### config.mk
export PLATFORM = sky130hd
export DESIGN_NAME = pdg_ctrl
export DESIGN_NICKNAME = d
export VERILOG_FILES = /design/src/hw/rtl/pdg_pkg.sv /design/src/hw/rtl/pdg_ctrl.sv
export SDC_FILE = /design/constraint.sdc
export NUM_CORES = 1
export LEC_CHECK = 0
export ABC_AREA = 0
export BUFFER_PORTS_ARGS = -buffer_cell sky130_fd_sc_hd__buf_2
export CORE_MARGIN = 2
export CORE_UTILIZATION = 35
export DETAILED_ROUTE_END_ITERATION = 16
export PLACE_DENSITY_LB_ADDON = 0.2
export SYNTH_ARGS = -nofsm -noshare
export SYNTH_HDL_FRONTEND = slang
export SYNTH_SLANG_ARGS = --single-unit
### constraint.sdc
create_clock -name aclk -period 4.7 [get_ports aclk]
set_input_delay 0.235 -clock aclk [delete_from_list [all_inputs] [get_ports aclk]]
set_output_delay 0.235 -clock aclk [all_outputs]
set_load 0.005 [all_outputs]
### src/hw/rtl/pdg_pkg.sv
// Shared types and constants for the pairwise difference block.
package pdg_pkg;

    localparam int MASK_W    = 64;
    localparam int CFG_W     = 64;
    localparam int CFG_IDX_W = 3;
    localparam int SUM_OUT_W = 42;
    localparam int MIN_W     = 32;
    localparam int MEAN_W    = 48;
    localparam int Q_FRAC    = 16;
    localparam int POP_LIMIT = 4;
    localparam int MEMBER_REGS = 4;

    localparam logic [63:0] SUM_MAX = 64'h0000_03FF_FFFF_FFFF;

    typedef logic [1:0] func_t;
    localparam func_t FUNC_UPDATE = 2'd0;
    localparam func_t FUNC_REPORT = 2'd1;
    localparam func_t FUNC_CLEAR  = 2'd2;

    typedef logic [CFG_IDX_W-1:0] reg_idx_t;
    localparam reg_idx_t REG_SAMPLE_COUNT = 3'd0;
    localparam reg_idx_t REG_POP_COUNT    = 3'd1;
    localparam reg_idx_t REG_MEMBERS0     = 3'd2;
    localparam reg_idx_t REG_MEMBERS1     = 3'd3;
    localparam reg_idx_t REG_MEMBERS2     = 3'd4;
    localparam reg_idx_t REG_MEMBERS3     = 3'd5;

    typedef logic [1:0] pop_idx_t;

    typedef struct packed {
        func_t              func;
        logic [MASK_W-1:0]  covered_mask;
        logic [MASK_W-1:0]  derived_mask;
    } in_word_t;

    typedef struct packed {
        pop_idx_t              first_pop;
        pop_idx_t              second_pop;
        logic [SUM_OUT_W-1:0]  diff_sum;
        logic [MIN_W-1:0]      min_diff;
        logic [MEAN_W-1:0]     mean_diff_q16;
        logic                  last;
    } out_word_t;

    typedef struct packed {
        logic site_load;
        logic rd_en;
        logic rd_upd;
        logic rd_acc;
        logic clr_wr;
        logic pair_start;
        logic div_start;
        logic out_load;
        logic out_last;
    } cmd_t;

    typedef struct packed {
        logic       acc_busy;
        logic       div_done;
        logic       out_free;
        logic [2:0] pops_used;
    } stat_t;

endpackage

### src/hw/rtl/pdg_ctrl.sv
// Controller: sequences row sweeps for update, clear and report.
module pdg_ctrl
    import pdg_pkg::*;
#(
    parameter int MAX_SAMPLES = 64,
    parameter int ROW_AW      = 6,
    parameter int N_W         = 7
) (
    input  logic              aclk,
    input  logic              aresetn,
    input  logic              s_valid,
    input  func_t             s_func,
    input  stat_t             stat,
    input  logic [N_W-1:0]    n_used,
    output logic              s_ready,
    output cmd_t              cmd,
    output logic [ROW_AW-1:0] row,
    output pop_idx_t          pi,
    output pop_idx_t          pj
);

    typedef enum logic [6:0] {
        ST_IDLE   = 7'b0000001,
        ST_UPD    = 7'b0000010,
        ST_CLR    = 7'b0000100,
        ST_PSTART = 7'b0001000,
        ST_PREAD  = 7'b0010000,
        ST_PDRAIN = 7'b0100000,
        ST_PDIV   = 7'b1000000
    } state_t;

    state_t            state_reg, state_next;
    logic [ROW_AW-1:0] row_reg, row_next;
    pop_idx_t          pi_reg, pi_next, pj_reg, pj_next;

    logic n_ok, row_end, last_pair;

    always_comb begin
        n_ok      = n_used >= N_W'(2);
        row_end   = ((N_W+1)'(row_reg) + (N_W+1)'(2)) == (N_W+1)'(n_used);
        last_pair = ({1'b0, pi_reg} + 3'd2 == stat.pops_used)
                    && ({1'b0, pj_reg} + 3'd1 == stat.pops_used);
    end

    // Next state and commands
    always_comb begin
        state_next = state_reg;
        row_next   = row_reg;
        pi_next    = pi_reg;
        pj_next    = pj_reg;
        cmd        = '0;
        case (state_reg)
            ST_IDLE: begin
                if (s_valid) begin
                    cmd.site_load = 1'b1;
                    row_next      = '0;
                    case (s_func)
                        FUNC_UPDATE: begin
                            if (n_ok) state_next = ST_UPD;
                        end
                        FUNC_CLEAR: begin
                            state_next = ST_CLR;
                        end
                        FUNC_REPORT: begin
                            if (stat.pops_used >= 3'd2) begin
                                pi_next    = 2'd0;
                                pj_next    = 2'd1;
                                state_next = ST_PSTART;
                            end
                        end
                        default: ;
                    endcase
                end
            end
            ST_UPD: begin
                cmd.rd_en  = 1'b1;
                cmd.rd_upd = 1'b1;
                if (row_end) state_next = ST_IDLE;
                else row_next = row_reg + ROW_AW'(1);
            end
            ST_CLR: begin
                cmd.clr_wr = 1'b1;
                if (row_reg == ROW_AW'(MAX_SAMPLES - 1)) state_next = ST_IDLE;
                else row_next = row_reg + ROW_AW'(1);
            end
            ST_PSTART: begin
                cmd.pair_start = 1'b1;
                row_next       = '0;
                state_next     = n_ok ? ST_PREAD : ST_PDRAIN;
            end
            ST_PREAD: begin
                cmd.rd_en  = 1'b1;
                cmd.rd_acc = 1'b1;
                if (row_end) state_next = ST_PDRAIN;
                else row_next = row_reg + ROW_AW'(1);
            end
            ST_PDRAIN: begin
                if (!stat.acc_busy) begin
                    cmd.div_start = 1'b1;
                    state_next    = ST_PDIV;
                end
            end
            ST_PDIV: begin
                if (stat.div_done && stat.out_free) begin
                    cmd.out_load = 1'b1;
                    cmd.out_last = last_pair;
                    if ({1'b0, pj_reg} + 3'd1 < stat.pops_used) begin
                        pj_next    = pj_reg + 2'd1;
                        state_next = ST_PSTART;
                    end else if ({1'b0, pi_reg} + 3'd2 < stat.pops_used) begin
                        pi_next    = pi_reg + 2'd1;
                        pj_next    = pi_reg + 2'd2;
                        state_next = ST_PSTART;
                    end else begin
                        state_next = ST_IDLE;
                    end
                end
            end
            default: state_next = ST_IDLE;
        endcase
    end

    // Reset starts with a clearing sweep of the counter memory
    always_ff @(posedge aclk) begin
        if (!aresetn) begin
            state_reg <= ST_CLR;
            row_reg   <= '0;
            pi_reg    <= '0;
            pj_reg    <= '0;
        end else begin
            state_reg <= state_next;
            row_reg   <= row_next;
            pi_reg    <= pi_next;
            pj_reg    <= pj_next;
        end
    end

    assign s_ready = (state_reg == ST_IDLE);
    assign row     = row_reg;
    assign pi      = pi_reg;
    assign pj      = pj_reg;

endmodule

# ---- After elaboration in Yosys (flattened, before gate mapping)
# Cells that the tools add are included.
dict set report op_classes {
  add_sub_neg 7
  order_cmp 4
  eq_ne 29
  mux 42
  reduce_logical 10
}
# operator n
set op_table {}
lappend op_table {{7-bit 2-to-1 mux} 8}
lappend op_table {{7-bit one-hot mux with 7 select lines} 1}
lappend op_table {{2-bit 2-to-1 mux} 14}
lappend op_table {{6-bit 2-to-1 mux} 4}
lappend op_table {{6-bit one-hot mux with 4 select lines} 1}
lappend op_table {{7-bit one-hot mux with 3 select lines} 1}
lappend op_table {{2-bit inequality test, second input constant} 10}
lappend op_table {{1-bit 2-to-1 mux} 9}
lappend op_table {{3-bit inequality test, second input constant} 3}
lappend op_table {{9-bit AND reduction} 1}
lappend op_table {{4-bit 2-to-1 mux} 2}
lappend op_table {{2-bit one-hot mux with 2 select lines} 2}
lappend op_table {{6-bit by 2-bit adder with 7-bit output, second input constant} 1}
lappend op_table {{7-bit by 1-bit equality test with 1-bit output, second input constant} 1}
lappend op_table {{7-bit by 2-bit equality test with 1-bit output, second input constant} 1}
lappend op_table {{7-bit by 3-bit equality test with 1-bit output, second input constant} 1}
lappend op_table {{7-bit by 4-bit equality test with 1-bit output, second input constant} 1}
lappend op_table {{7-bit by 5-bit equality test with 1-bit output, second input constant} 1}
lappend op_table {{7-bit by 6-bit equality test with 1-bit output, second input constant} 1}
lappend op_table {{7-bit equality test} 1}
lappend op_table {{7-bit equality test, second input constant} 1}
lappend op_table {{7-bit by 2-bit greater-or-equal comparator with 1-bit output, second input constant} 1}
lappend op_table {{7-bit AND reduction} 1}
lappend op_table {{6-bit by 1-bit adder with 6-bit output, second input constant} 1}
lappend op_table {{19 further kinds} 24}
dict set report word_totals {
  regBits 17
  in_bits 18
  output_inout_bits 20
}

# ---- Depth between registers and ports, before layout
dict set report logic_depth {
  word_depth 6
  depth_mapped 8
  depth_no_buf 8
}

# ---- Worst setup path before layout
# Ideal clock, no wire load.
dict set report synth_timing {
  path_type {register -> register}
  start {register pj_reg[0] (netlist: pj[0])}
  end {register pj_reg[1] (netlist: pj[1])}
  t_arrival_ps 2221
  t_required_ps 4583
  slack_ps 2362
  path_stages_with_launch 9
  synth_period_minus_slack_ps 2338
  cell_sequence {dfxtp_1 > ha_1 > ha_1 > nor2b_1 > o21a_1 > o2bb2a_1 > a2111oi_2 > mux2i_1 > nor2_1}
}
dict set report synth_via {
  elab_chain_cells 5
}
# item line
set synth_rtl {}
lappend synth_rtl {{from (decl)} pdg_ctrl.sv:34} ;# pop_idx_t pi_reg, pi_next, pj_reg, pj_next;
lappend synth_rtl {{from (signal assigned)} pdg_ctrl.sv:134} ;# pj_reg <= pj_next;
lappend synth_rtl {{2-bit by 1-bit adder with 3-bit output} pdg_ctrl.sv:107} ;# if ({1'b0, pj_reg} + 3'd1 < stat.pops_used) begin
lappend synth_rtl {{3-bit less-than comparator} pdg_ctrl.sv:107}
lappend synth_rtl {{2-bit 2-to-1 mux} pdg_ctrl.sv:107}
lappend synth_rtl {{2-bit 2-to-1 mux} pdg_ctrl.sv:104} ;# if (stat.div_done && stat.out_free) begin
lappend synth_rtl {{2-bit one-hot mux with 2 select lines} pdg_ctrl.sv:52} ;# case (state_reg)
# Parallel ways exist; a longest one is shown, timed or not. The select of a mux whose other input is x is not followed.
# A chain may end at the register's enable or synchronous reset.

# ---- Worst setup path in the final report
# Same ends and word-level chain as after synthesis.

==> results.md <==
- Post-place instance area: 0.001808 sq mm
- FP Rows: 24
- Startpoint types: flop
- Largest register FFs: 7
- Footprint of the multi-input gates: 0.001150 sq mm
- CTS Hold Bufs: 0
- CTS max path bufs: 2
- Worst-path clk slew: 70 ps
- Crit end category: flop
- DRT antenna net count: 0
- Die span in x: 72.25 um
- Status: completed
- Arrival time worst endpoint: 2620 ps
- Worst VDD drop: 0.1278 mV
- Setup tns final: 0 ps
- Power, Total: 310.0 uW
- Fill cell count: 485
- Clock Power Share: 37.3%
- RD Place Congestion: 0.8223
- Core ar.: 0.004414 sq mm
- Max_slew headroom: 60.00%
- Pre-antenna DRT Iters: 4
- Syn nets: 252
- P_int: 226.4 uW
- Top cells by area, synth: dfxtp_1 21%, ha_1 10%, o21ai_0 4.6%, nor2_1 4.4%, inv_1 4.1%
- Htree depth: 1
- CTS tree: done
- Synth area leader: dfxtp_1
- Worst clock skew: 1.698 ps
- Worst Hold Margin: 311.8 ps
- Post-route cell area: 0.001853 sq mm
- Fin crit share: 52.51%
- Syn avg cell area: 7.377 sq um
- Post-CTS Setup Inserts: 0
- Switching power of the nets: 83.57 uW
- Critical Path Fanout Max: 5
- Combinational share of power: 14.1%
- Tmin final: 2468 ps
- Slew @ Worst Pin: 595.4 ps
- Register bit total from synthesis: 17
- Ys flop type: dfxtp_1
- Final Core Density: 41.98%
- Yosys cell types: 50
- Most frequent cell after synthesis: nor2_1
- First-pass GRT wire length: 7107 um
- Post-cts gate resize count: 0
- Antenna cells: 0
- Largest net degree at the start of global routing: 16
- Asr flop ratio synth: 0%
- Initial antenna violation count: 0
- Starting Density: 36.93%
- Final number of setup-violating endpoints: 0
- Post-synth top cells: 19 x nor2_1, 18 x inv_1, 17 x dfxtp_1, 17 x nand2_1, 15 x o21ai_0
- Nets: 284
- Critical Path RT: 4850 ps
- Power density over the cells: 167.3 mW/mm^2
- RSZ-0062 raised after global routing: no
- Hold Crit Class: in -> reg
- Post-Synthesis Cells: 221
- Post-Syn Area: 0.001630 sq mm
- Iteration-0 DRC Markers: 91
- Port bufs: 37
- Residual DRC: 0
- Max cap viols: 0
- Number of enable flip-flop cells after synthesis: 0
- Setup CP Type: reg -> reg
- Max Freq: 0.4052 GHz
- Hold depth: 3
- Gr usage total: 16.63%
- Synth top area share: 20.87%
- Via density per instance: 5.467
- Slew Limit Fails: 0
- Total number of vias: 1,662
- Total gr overflow: 0
- Hpwl dp: 3368 um
- Die Ht: 72.25 um
- CTS Buf Count: 3
- Worst R2R Path Depth: 8
- Area growth from synthesis to final layout: 13.66%
- Final Hold Fails: 0
- Routed WL: 4192 um
- Clk root buf: clkbuf_8
- Sequential cell area: 340.3 sq um
- Number of global-route vias before repair: 1,497
- YS warnings: 0
- Worst-Skew Late Latency: 250 ps
- Sequential element share of the synthesized area: 20.87%
- Pleak: 0.0008466 uW
- I/O pin cnt: 38
- Clk sink count: 17
- Seq pwr share: 48.6%
- Die footprint: 0.005220 sq mm
- Share of layout cells above drive strength 1: 18.65%
- WL per Instance: 13.79 um
- Sw frac: 26.96%
[placed cells by master, fill, tap and decap left out, types with 3 or more instances in the layout]
master     n
clkbuf_8   3
nor2b_1    6
o211ai_1   6
ha_1      13
nor4b_1    3
nand4_1    6
xnor2_1    4
o21ai_0   15
a21oi_1    9
nand2_1   17
or4_1      3
o22ai_1    4
nor3_1     9
o21a_1     5
nor4_1     4
buf_2     37
o31ai_1    4
and3_1     4
nor2_1    19
nand3_1   12
xor2_1     5
dfxtp_1   17
inv_1     18
[routing by layer]
metal,share of wire (%),GRT usage [%],vias up
li1,-,-,867
met1,50,24.85,767
met2,46,25.48,24
met3,3.2,2.083,4
met4,0.79,3.564,0
met5,0,0,-
[stage by stage]
stage / setup slack, ps / cells
3_5_place_dp: 2246 / 300
3_3_place_gp: 2294 / 300
4_1_cts: 2223 / 304
6_report: 2232 / 304
2_1_floorplan: 2362 / 221
5_1_grt: 2058 / 304
[layout make-up]
cell class,count,share of cell area (%)
Multi-Input combinational cell,176,62.05
Sequential cell,17,18.37
Tap cell,52,3.511
Inverter,18,3.646
Clock buffer,4,2.431
Timing Repair Buffer,37,9.993
[power groups by stage]
stage	sequential, uW	clock (uW)	combinational, uW
after floorplan	153	0	26.0
after global placement	154	0	43.6
after detailed placement	154	0	43.8
after CTS	151	115	44.1
after global routing	151	122	50.2
final	151	116	43.7
[worst max-delay path: stages, from the launching register on]
cell	delay, ps
dfxtp_1	340
ha_1	320
ha_1	290
nor2b_1	130
o21a_1	190
o2bb2a_1	340
a2111oi_2	450
mux2i_1	240
nor2_1	60
[cells by family (layout without fill, tap and decap cells)]
group | after synthesis | after routing | synth area share [%]
simple gates | 98 | 98 | 32.46
compound gates | 54 | 54 | 22.03
buf+inv | 28 | 59 | 8.595
flops | 17 | 17 | 20.88
fa+ha+maj | 13 | 13 | 9.977
xor+xnor | 9 | 9 | 4.835
mux | 2 | 2 | 1.228
[path summary, 6_finish.rpt]
| path | start | to | slack [ps] |
|---|---|---|---|
| worst max-delay path | pj[0]$_SDFFE_PN0P_ | pj[1]$_SDFFE_PN0P_ | 2230 |
| worst min-delay path | stat[5] | state_reg[5]$_SDFFE_PN0P_ | 310 |
| worst max register to register | pj[0]$_SDFFE_PN0P_ | pj[1]$_SDFFE_PN0P_ | 2230 |
| worst min register to register | row[5]$_SDFFE_PN0P_ | row[5]$_SDFFE_PN0P_ | 550 |
Note: power is estimated with default switching activity, not from simulation.
